`src/sv/multi_timer_bank_with_watchdog_tick_unit_assert.svh`:
```
// Assertion macros for the timer bank. Clocked on i_clk, masked while i_rst_n is low.
`ifndef MULTI_TIMER_BANK_WITH_WATCHDOG_TICK_UNIT_ASSERT_SVH
`define MULTI_TIMER_BANK_WITH_WATCHDOG_TICK_UNIT_ASSERT_SVH

`ifndef SYNTHESIS

`define MTB_ASSERT(lbl, prop, msg) \
    lbl: assert property (@(posedge i_clk) disable iff (!i_rst_n) prop) \
        else $error(msg);

`define MTB_NEVER(lbl, expr, msg) \
    lbl: assert property (@(posedge i_clk) disable iff (!i_rst_n) !(expr)) \
        else $error(msg);

`else

`define MTB_ASSERT(lbl, prop, msg)

`define MTB_NEVER(lbl, expr, msg)

`endif

`endif

```
`src/sv/mtb_pkg.sv`:
```
`default_nettype none

package mtb_pkg;

    localparam int TIMERS     = 16;
    localparam int ADDR_W     = (TIMERS > 1) ? $clog2(TIMERS) : 1;
    localparam int CNT_W      = $clog2(TIMERS + 1);
    localparam int CFG_IDX_W  = 1;
    localparam int CFG_DATA_W = 16;

    localparam logic [30:0] RUNTIME_WRAP = 31'h7FFF_FFFF;
    localparam logic [15:0] KICK_RESET   = 16'd1000;

    localparam logic [2:0] OP_TICK       = 3'd0;
    localparam logic [2:0] OP_START_ONE  = 3'd1;
    localparam logic [2:0] OP_START_AUTO = 3'd2;
    localparam logic [2:0] OP_STOP       = 3'd3;
    localparam logic [2:0] OP_CHECK      = 3'd4;

    localparam logic [CFG_IDX_W-1:0] CFG_TICK_DIS = 1'd0;
    localparam logic [CFG_IDX_W-1:0] CFG_KICK_INT = 1'd1;

    typedef struct packed {
        logic [2:0]  op;
        logic [7:0]  timer_id;
        logic [31:0] period;
    } t_in;

    typedef struct packed {
        logic        expired;
        logic        watchdog_kick;
        logic        id_error;
        logic [30:0] runtime;
    } t_out;

    typedef struct packed {
        logic [31:0] count;
        logic [31:0] reload;
        logic        flag;
        logic        auto_mode;
    } t_entry;

    typedef struct packed {
        logic              rd_en;
        logic [ADDR_W-1:0] rd_addr;
        logic              wr_en;
        logic [ADDR_W-1:0] wr_addr;
        t_entry            wr_data;
    } t_mem_req;

    typedef enum logic [2:0] {
        ST_IDLE,
        ST_SWEEP,
        ST_CMD_RD,
        ST_CMD_WR,
        ST_DONE
    } t_state;

    function automatic t_entry tick_update(input t_entry e);
        t_entry      r;
        logic [31:0] dec;
        r   = e;
        dec = e.count - 32'd1;
        if (e.count != 32'd0) begin
            r.count = dec;
            if (dec == 32'd0) begin
                r.flag = 1'b1;
                if (e.auto_mode) begin
                    r.count = e.reload;
                end
            end
        end
        return r;
    endfunction

    function automatic t_entry cmd_update(input logic [2:0] op, input logic [31:0] period,
                                          input t_entry e);
        t_entry r;
        r = e;
        case (op)
            OP_START_ONE, OP_START_AUTO: begin
                r.count     = period;
                r.reload    = period;
                r.flag      = 1'b0;
                r.auto_mode = (op == OP_START_AUTO);
            end
            OP_STOP: begin
                r.count     = 32'd0;
                r.flag      = 1'b0;
                r.auto_mode = 1'b0;
            end
            OP_CHECK: begin
                r.flag = 1'b0;
            end
            default: begin
                r = e;
            end
        endcase
        return r;
    endfunction

endpackage

`default_nettype wire

```
`src/sv/multi_timer_bank_with_watchdog_tick_unit.sv`:
```
// Bank of TIMERS software down-counters with a run-time counter and a watchdog kick
// divider. Every request gives exactly one result. An enabled tick sweeps all timers
// through one read-modify-write path on the single timer memory, one entry per cycle.
// Start, stop and check read the entry, write it back and then give the result; a
// disabled tick, a bad timer id or an unused op goes straight to the result. The result
// register lets a new request in while the previous result is still waiting to be
// taken. No clearing pass is needed after reset.
`default_nettype none

`include "multi_timer_bank_with_watchdog_tick_unit_assert.svh"

module multi_timer_bank_with_watchdog_tick_unit (
    input  wire logic                            i_clk,
    input  wire logic                            i_rst_n,
    input  wire logic                            i_valid,
    output logic                                 o_ready,
    input  wire mtb_pkg::t_in                    i_data,
    output logic                                 o_valid,
    input  wire logic                            i_ready,
    output mtb_pkg::t_out                        o_data,
    input  wire logic                            i_cfg_we,
    input  wire logic [mtb_pkg::CFG_IDX_W-1:0]  i_cfg_idx,
    input  wire logic [mtb_pkg::CFG_DATA_W-1:0] i_cfg_data
);
    import mtb_pkg::*;

    t_state             r_state, n_state;
    logic [CNT_W-1:0]   r_sweep;
    logic               r_rd_pend;
    logic [ADDR_W-1:0]  r_rd_addr;
    logic               r_tick_dis;
    logic [15:0]        r_kick_int;
    logic [30:0]        r_run;
    logic [15:0]        r_kick_div;
    t_in                r_item;
    t_out               r_res;
    logic               r_out_vld;
    t_out               r_out;

    t_mem_req           mem_req;
    t_entry             rd_data;
    logic               in_acc;
    logic               out_free;
    logic               out_load;
    logic               bad_id;
    logic               is_cmd;
    logic               tick_en;
    logic [30:0]        run_inc;
    logic [30:0]        n_run;
    logic [15:0]        n_div;
    logic               kick;

    mtb_store u_store (
        .i_clk     (i_clk),
        .i_rst_n   (i_rst_n),
        .i_req     (mem_req),
        .o_rd_data (rd_data)
    );

    assign in_acc   = i_valid && o_ready;
    assign out_free = !r_out_vld || i_ready;
    assign bad_id   = {1'b0, i_data.timer_id} >= 9'(TIMERS);
    assign is_cmd   = (i_data.op == OP_START_ONE) || (i_data.op == OP_START_AUTO)
                   || (i_data.op == OP_STOP) || (i_data.op == OP_CHECK);
    assign tick_en  = (i_data.op == OP_TICK) && !r_tick_dis;

    // run-time counter skips the all-ones value
    assign run_inc = r_run + 31'd1;
    assign n_run   = (run_inc == RUNTIME_WRAP) ? '0 : run_inc;
    assign n_div   = r_kick_div + 16'd1;
    assign kick    = n_div >= r_kick_int;

    always_comb begin
        n_state = r_state;
        unique case (r_state)
            ST_IDLE: begin
                if (in_acc) begin
                    if (tick_en) begin
                        n_state = ST_SWEEP;
                    end else if (is_cmd && !bad_id) begin
                        n_state = ST_CMD_RD;
                    end else begin
                        n_state = ST_DONE;
                    end
                end
            end
            ST_SWEEP: begin
                if (r_sweep == CNT_W'(TIMERS)) begin
                    n_state = ST_DONE;
                end
            end
            ST_CMD_RD: n_state = ST_CMD_WR;
            ST_CMD_WR: n_state = ST_DONE;
            ST_DONE: begin
                if (out_free) begin
                    n_state = ST_IDLE;
                end
            end
            default: n_state = ST_IDLE;
        endcase
    end

    // Sweep is a two-deep pipe: read entry k while writing back entry k-1,
    // so no entry is read and written in overlapping cycles.
    always_comb begin
        mem_req  = '0;
        out_load = 1'b0;
        o_ready  = 1'b0;
        unique case (r_state)
            ST_IDLE: o_ready = 1'b1;
            ST_SWEEP: begin
                if (r_sweep != CNT_W'(TIMERS)) begin
                    mem_req.rd_en   = 1'b1;
                    mem_req.rd_addr = r_sweep[ADDR_W-1:0];
                end
                if (r_rd_pend) begin
                    mem_req.wr_en   = 1'b1;
                    mem_req.wr_addr = r_rd_addr;
                    mem_req.wr_data = tick_update(rd_data);
                end
            end
            ST_CMD_RD: begin
                mem_req.rd_en   = 1'b1;
                mem_req.rd_addr = r_item.timer_id[ADDR_W-1:0];
            end
            ST_CMD_WR: begin
                mem_req.wr_en   = 1'b1;
                mem_req.wr_addr = r_item.timer_id[ADDR_W-1:0];
                mem_req.wr_data = cmd_update(r_item.op, r_item.period, rd_data);
            end
            ST_DONE: out_load = out_free;
            default: o_ready = 1'b0;
        endcase
    end

    always_ff @(posedge i_clk) begin
        if (!i_rst_n) begin
            r_state    <= ST_IDLE;
            r_sweep    <= '0;
            r_rd_pend  <= 1'b0;
            r_tick_dis <= 1'b0;
            r_kick_int <= KICK_RESET;
            r_run      <= '0;
            r_kick_div <= '0;
            r_out_vld  <= 1'b0;
        end else begin
            r_state   <= n_state;
            r_rd_pend <= mem_req.rd_en && (r_state == ST_SWEEP);
            if (in_acc) begin
                r_sweep <= '0;
            end else if (mem_req.rd_en && (r_state == ST_SWEEP)) begin
                r_sweep <= r_sweep + CNT_W'(1);
            end
            if (i_cfg_we) begin
                unique case (i_cfg_idx)
                    CFG_TICK_DIS: r_tick_dis <= i_cfg_data[0];
                    CFG_KICK_INT: r_kick_int <= i_cfg_data;
                    default:      r_tick_dis <= r_tick_dis;
                endcase
            end
            if (in_acc && tick_en) begin
                r_run      <= n_run;
                r_kick_div <= kick ? '0 : n_div;
            end
            if (out_load) begin
                r_out_vld <= 1'b1;
            end else if (i_ready) begin
                r_out_vld <= 1'b0;
            end
        end
    end

    always_ff @(posedge i_clk) begin
        r_rd_addr <= mem_req.rd_addr;
        if (in_acc) begin
            r_item                <= i_data;
            r_res.expired         <= 1'b0;
            r_res.watchdog_kick   <= tick_en && kick;
            r_res.id_error        <= is_cmd && bad_id;
            r_res.runtime         <= tick_en ? n_run : r_run;
        end
        if ((r_state == ST_CMD_WR) && (r_item.op == OP_CHECK)) begin
            r_res.expired <= rd_data.flag;
        end
        if (out_load) begin
            r_out <= r_res;
        end
    end

    assign o_valid = r_out_vld;
    assign o_data  = r_out;

    `MTB_ASSERT(a_wr_phase, mem_req.wr_en |-> (r_state == ST_SWEEP || r_state == ST_CMD_WR), "memory write outside a write phase")
    `MTB_NEVER(a_sweep_bound, r_sweep > CNT_W'(TIMERS), "sweep counter ran past the last timer")
    `MTB_ASSERT(a_tick_sweeps, (in_acc && tick_en) |=> (r_state == ST_SWEEP), "enabled tick did not start a sweep")
    `MTB_ASSERT(a_res_wait, (r_state == ST_DONE && r_out_vld && !i_ready) |=> (r_state == ST_DONE && r_out_vld), "result overwrote a waiting one")

endmodule

`default_nettype wire

```
`src/sv/mtb_store.sv`:
```
`default_nettype none

// Timer state memory: one entry per timer, registered read.
// Entries never written since reset read as all zero via per-entry valid bits.
module mtb_store (
    input  wire logic             i_clk,
    input  wire logic             i_rst_n,
    input  wire mtb_pkg::t_mem_req i_req,
    output mtb_pkg::t_entry       o_rd_data
);
    import mtb_pkg::*;

    t_entry              mem [TIMERS];
    logic   [TIMERS-1:0] r_valid;
    t_entry              r_rd_q;
    logic                r_rd_ok;

    always_ff @(posedge i_clk) begin
        if (i_req.wr_en) begin
            mem[i_req.wr_addr] <= i_req.wr_data;
        end
        if (i_req.rd_en) begin
            r_rd_q <= mem[i_req.rd_addr];
        end
    end

    always_ff @(posedge i_clk) begin
        if (!i_rst_n) begin
            r_valid <= '0;
            r_rd_ok <= 1'b0;
        end else begin
            if (i_req.wr_en) begin
                r_valid[i_req.wr_addr] <= 1'b1;
            end
            if (i_req.rd_en) begin
                r_rd_ok <= r_valid[i_req.rd_addr];
            end
        end
    end

    assign o_rd_data = r_rd_ok ? r_rd_q : '0;

endmodule

`default_nettype wire

```
`config.mk`:
```
export PLATFORM = sky130hd
export DESIGN_NAME = multi_timer_bank_with_watchdog_tick_unit
export DESIGN_NICKNAME = d
export VERILOG_FILES = /design/src/sv/mtb_pkg.sv /design/src/sv/multi_timer_bank_with_watchdog_tick_unit.sv /design/src/sv/mtb_store.sv
export VERILOG_INCLUDE_DIRS = /design/src /design/src/sv
export SDC_FILE = /design/constraint.sdc
export NUM_CORES = 2
export LEC_CHECK = 0
export ABC_AREA = 1
export BUFFER_PORTS_ARGS = -buffer_cell sky130_fd_sc_hd__buf_4
export CORE_UTILIZATION = 60
export DETAILED_ROUTE_END_ITERATION = 7
export PLACE_DENSITY = 0.81
export SLEW_MARGIN = 10
export SYNTH_ARGS = -nofsm -noshare
export SYNTH_HDL_FRONTEND = slang
export SYNTH_HIERARCHICAL = 1
export SYNTH_SLANG_ARGS = --single-unit
```
`constraint.sdc`:
```
create_clock -name i_clk -period 8.8 [get_ports i_clk]
set_input_delay 0.88 -clock i_clk [delete_from_list [all_inputs] [get_ports i_clk]]
set_output_delay 0.88 -clock i_clk [all_outputs]
set_load 0.02 [all_outputs]
```
# ---- Word-level counts from Yosys, hierarchy flattened
# Memories as Yosys holds them, arrays and structs flattened. A register that Yosys moved wholly into a read port is not among the register bits.
# Cells that the tools add are included.
dict set report classes {
  magnitude_cmp 5
  muxes 35
  n_bitwise 3
  eq_ne 18
  n_reduce_logical 28
  n_addsub 4
}
# operator count
set op_table {}
lappend op_table {{71-bit one-hot mux with 2 select lines} 1}
lappend op_table {{32-bit two-way mux} 4}
lappend op_table {{71-bit two-way mux} 1}
lappend op_table {{66-bit two-way mux} 1}
lappend op_table {{32-bit one-hot mux with 2 select lines} 1}
lappend op_table {{31-bit two-way mux} 2}
lappend op_table {{34-bit two-way mux} 1}
lappend op_table {{32-bit zero test} 1}
lappend op_table {{32-bit nonzero test} 1}
lappend op_table {{32-bit by 1-bit subtractor with 32-bit output, second input constant} 1}
lappend op_table {{31-bit by 1-bit adder with 31-bit output, second input constant} 1}
lappend op_table {{31-bit == test, second input constant} 1}
lappend op_table {{3-bit by 2-bit == test with 1-bit output, second input constant} 6}
lappend op_table {{16-bit by 1-bit adder with 16-bit output, second input constant} 1}
lappend op_table {{16-bit >= comparator} 1}
lappend op_table {{16-bit two-way mux} 1}
lappend op_table {{16-bit OR} 1}
lappend op_table {{3-bit two-way mux} 5}
lappend op_table {{3-bit one-hot mux with 5 select lines} 1}
lappend op_table {{1-bit two-way mux} 12}
lappend op_table {{4-bit by 5-bit less-than comparator with 1-bit output, second input constant} 2}
lappend op_table {{5-bit one-hot mux with 2 select lines} 1}
lappend op_table {{3-bit by 1-bit == test with 1-bit output, second input constant} 3}
lappend op_table {{3-bit == test, second input constant} 3}
lappend op_table {{other kinds (20)} 40}
dict set report totals {
  inputBits 65
  ram_bits 1056
  word_cells 116
  ff_bits 202
  mem_count 1
  out_inout_bits 36
}
# name words word_bits read_ports rd_ports_with_merged_regs write_ports line_no
set mem_list {}
lappend mem_list {u_store.mem 16 66 1 1 1 mtb_store.sv:13} ;# t_entry mem [TIMERS];

# ---- Logic depth before layout (Yosys ltp)
dict set report depth {
  ltp_word 12
  depth_mapped 22
}

# ---- Modules after synthesis
# The synthesis kept the hierarchy.
# module area_per_inst_um2 n_inst seq_area_each_um2 cells_per_inst
set by_module_without_submodules {}
lappend by_module_without_submodules {mtb_store 44679.1 1 34032.6 3364}
lappend by_module_without_submodules {multi_timer_bank_with_watchdog_tick_unit 11792.6 1 4774.6 1671}

# ---- Worst setup path before layout
# OpenSTA, ideal clock, no wires.
dict set report synth_path {
  path_type {input port to flip-flop}
  from {input i_valid}
  to {register r_kick_div[10]}
  arrival_time_ps 5388
  setup_slack_ps 3341
  path_stages 9
  required_time_ps 8729
  cell_sequence {inv_1 nor2_1 inv_1 nor2_4 inv_2 nor2_4 buf_2 nand2_1 a21oi_1}
}
dict set report synth_via {
  elab_chain_cells 2
}
# item line_no
set synth_lines {}
lappend synth_lines {{start, declared} multi_timer_bank_with_watchdog_tick_unit.sv:15} ;# input wire logic i_valid,
lappend synth_lines {{1-bit logical AND} multi_timer_bank_with_watchdog_tick_unit.sv:60} ;# assign in_acc = i_valid && o_ready;
lappend synth_lines {{named net in_acc} multi_timer_bank_with_watchdog_tick_unit.sv:42} ;# logic in_acc;
lappend synth_lines {{1-bit logical AND} multi_timer_bank_with_watchdog_tick_unit.sv:161} ;# if (in_acc && tick_en) begin
lappend synth_lines {{end signal, assigned} multi_timer_bank_with_watchdog_tick_unit.sv:163} ;# r_kick_div <= kick ? '0 : n_div;
lappend synth_lines {{end, declared} multi_timer_bank_with_watchdog_tick_unit.sv:34} ;# logic [15:0] r_kick_div;
# The timed path passes the listed nets, and every way through them passes these cells.
# A chain may end at the register's enable or synchronous reset.

==> out/summary.txt <==
status - finished clean
first-pass GRT wire length - 224 mm
Fmax achieved - 0.181 GHz
Hold Buf Count CTS - 0
vias in the first global route - 38000
htree depth - 4
Max transition margin - 18.6%
Placed Cells - 6179
EDFF count, synth - 1229
Max-Cap Viols - 0
Setup crit start kind - flip-flop
arrival time of the worst setup path - 5.89 ns
overall routed net length - 149 mm
end of the worst hold path - r_item[26]
# DRC - 0
max-slew violation count - 0
worst r2r dst - u_store/mem[13][2]
Setup TNS - 0 ns
1st-pass router iterations - 6
largest net degree at the start of global routing - 215
RD Place Congestion - 1.00
post-route ant nets - 0
number of CTS-inserted buffers - 131
vias per cell - 6.19
PD cells - 210 mW/mm²
Detailed Place HPWL - 80.9 mm
GR Util All Layers - 31.3%
syn_area_per_cell - 11.2 µm²
Critical Path RT - 9.17 ns
syn_nets - 5123
Die X - 309 µm
root buffer cell - clkbuf_16
Non-Filler Instances - 6418
count of final hold-check violations - 0
fin crit period - 5.52 ns
clock buffer depth - 3
Inserted Diodes - 0
HP Class - in -> reg
worst hold path depth - 1
# clock sinks - 1324
layout cells sized above 1 - 9.33%
cells after synthesis - 5035
Mapped Area - 0.0565 mm²
via count - 39700
RSZ-0062 raised after global routing - false
leakage - 24.6 nW
Initial Util - 60.5%
Peak VDD IR - 0.249 mV
sequential area share after synthesis - 68.7%
Avg WL per Cell - 23.3 µm
Yosys Warn Count - 6
R2R depth - 11
Post-CTS Resized - 0
hold_ws - 0.312 ns
Port Buffers - 100
Setup CP Type - reg -> reg
Layout area overhead - 10.5%
Nets - 5146
Seq cells post-synth - 1324
crit path max fanout - 57
Worst setup EP type - flip-flop
Worst R2R Start - r_state[0]
initial antenna violation count - 3
Distinct cells, synth - 51
Finish-stage setup viols - 0
# rows - 112
clock latency at the later pin of the worst-skew pair - 0.76 ns
R2R Setup Slk - 3.28 ns
io pins - 101
Async SR Flop Fraction - 0%
fin crit share - 62.7%
Worst Skew - 0.0364 ns
# Post-CTS Setup Buffers - 0
Synth Flop Type - edfxtp_1
total gr overflow - 0
slew of the pin with the lowest slew margin - 1.22 ns
hold wc startpoint - i_data[26]
CTS tree - built
die area - 0.0954 mm²
area of the core - 0.0933 mm²
Die Ht - 309 µm
Worst-path clk slew - 0.06 ns
DR iter-0 viols - 5219
-- registers in the layout, indices dropped and copies added (netlist names), 3 cells and up --
signal / flops
r_state: 3
r_kick_div: 16
r_run: 31
u_store/mem: 1056
r_res: 34
u_store/r_rd_q: 66
o_data: 34
r_sweep: 5
r_rd_addr: 4
r_kick_int: 16
u_store/r_valid: 16
r_item: 39
-- how the worst max path moves through the flow --
stage / cells after the start / slack [ns] / startpoint / to
2_1_floorplan: 9 / 3.34 / i_valid / r_kick_div[10]
3_3_place_gp: 13 / 3.56 / r_state[0] / u_store/mem[13][31]
3_5_place_dp: 11 / 3.58 / r_state[0] / u_store/mem[13][19]
4_1_cts: 11 / 3.51 / r_state[0] / u_store/mem[13][19]
5_1_grt: 11 / 3.25 / r_state[0] / u_store/mem[13][19]
6_report: 11 / 3.28 / r_state[0] / u_store/mem[13][2]
-- layer usage --
metal / track usage (%) / vias up / part of all wire [%]
met2: 48.8 / 2504 / 46
met5: 0 / - / 0.035
met1: 42.8 / 18900 / 38
met4: 13.8 / 6 / 4.3
met3: 6.38 / 477 / 12
li1: - / 17800 / -
-- where the power goes --
| part | switching, mW | internal, mW |
|---|---|---|
| Combinational | 0.517 | 0.207 |
| Sequential | 0.0503 | 6.89 |
| Clock | 2.40 | 3.06 |
-- synthesized netlist by cell type, drive strengths merged (24+ instances only) --
cell type / number / area share [%]
nand2: 652 / 4.4
buf: 153 / 1.7
nand4: 52 / 0.58
edfxtp: 1229 / 65
o21ai: 727 / 6.4
xor2: 24 / 0.37
dfxtp: 95 / 3.4
inv: 293 / 2.0
o211ai: 249 / 3.3
clkbuf: 145 / 1.0
nand3: 229 / 2.1
nor2: 992 / 6.9
a21oi: 73 / 0.65
-- area by class of cell --
cell class / count / area [µm²]
clock buffers: 163 / 3490
clock inverters: 76 / 696
inverters: 293 / 1130
multi-input cells: 3120 / 15200
well taps: 1254 / 1570
repair buffers: 188 / 1470
flip-flops and latches: 1324 / 38800
fillers: 6503 / 30900
-- cell families after synthesis --
family | after synthesis | share of synthesized area, %
AOI/OAI and AO/OA | 1104 | 11.2
xor gates and xnor gates | 34 | 0.527
adders and majority gates | 23 | 0.510
buffers and inverters | 591 | 4.69
DFF | 1324 | 68.7
and+or+nand+nor | 1959 | 14.4
-- cells in the final DEF (no fill, tap or decap), drive strengths merged, types with 18 or more instances in the layout --
master	netlist	layout
a21oi	73	73
buf	153	188
clkbuf	145	163
clkinv	0	55
dfxtp	95	95
edfxtp	1229	1229
ha	23	23
inv	293	303
nand2	652	652
nand3	229	229
nand4	52	52
nor2	992	992
nor3	18	18
o211ai	249	249
o21ai	727	727
o221ai	23	23
xor2	24	24
-- critical path, cell delays in order (launching register included) --
cell	delay [ns]
dfxtp_1	0.38
inv_1	0.05
nor2_1	0.46
inv_1	0.23
nor2_4	0.11
buf_4	0.58
inv_1	0.55
o21ai_0	0.53
nand2_1	0.36
nor2_4	0.62
buf_4	0.53
buf_4	0.63
-- stage by stage --
| step | util (%) | worst slack, ns | total power, mW | cell area, µm² |
|---|---|---|---|---|
| floorplan | - | 3.34 | 7.53 | 56500 |
| global placement | 62.4 | 3.56 | 7.76 | 58200 |
| detailed placement | 62.4 | 3.58 | 7.78 | 58200 |
| CTS | 66.9 | 3.51 | 13.1 | 62400 |
| global route | 66.9 | 3.25 | 13.5 | 62400 |
| finish | 66.9 | 3.28 | 13.1 | 62400 |
Note: power is estimated with default switching activity, not from simulation.
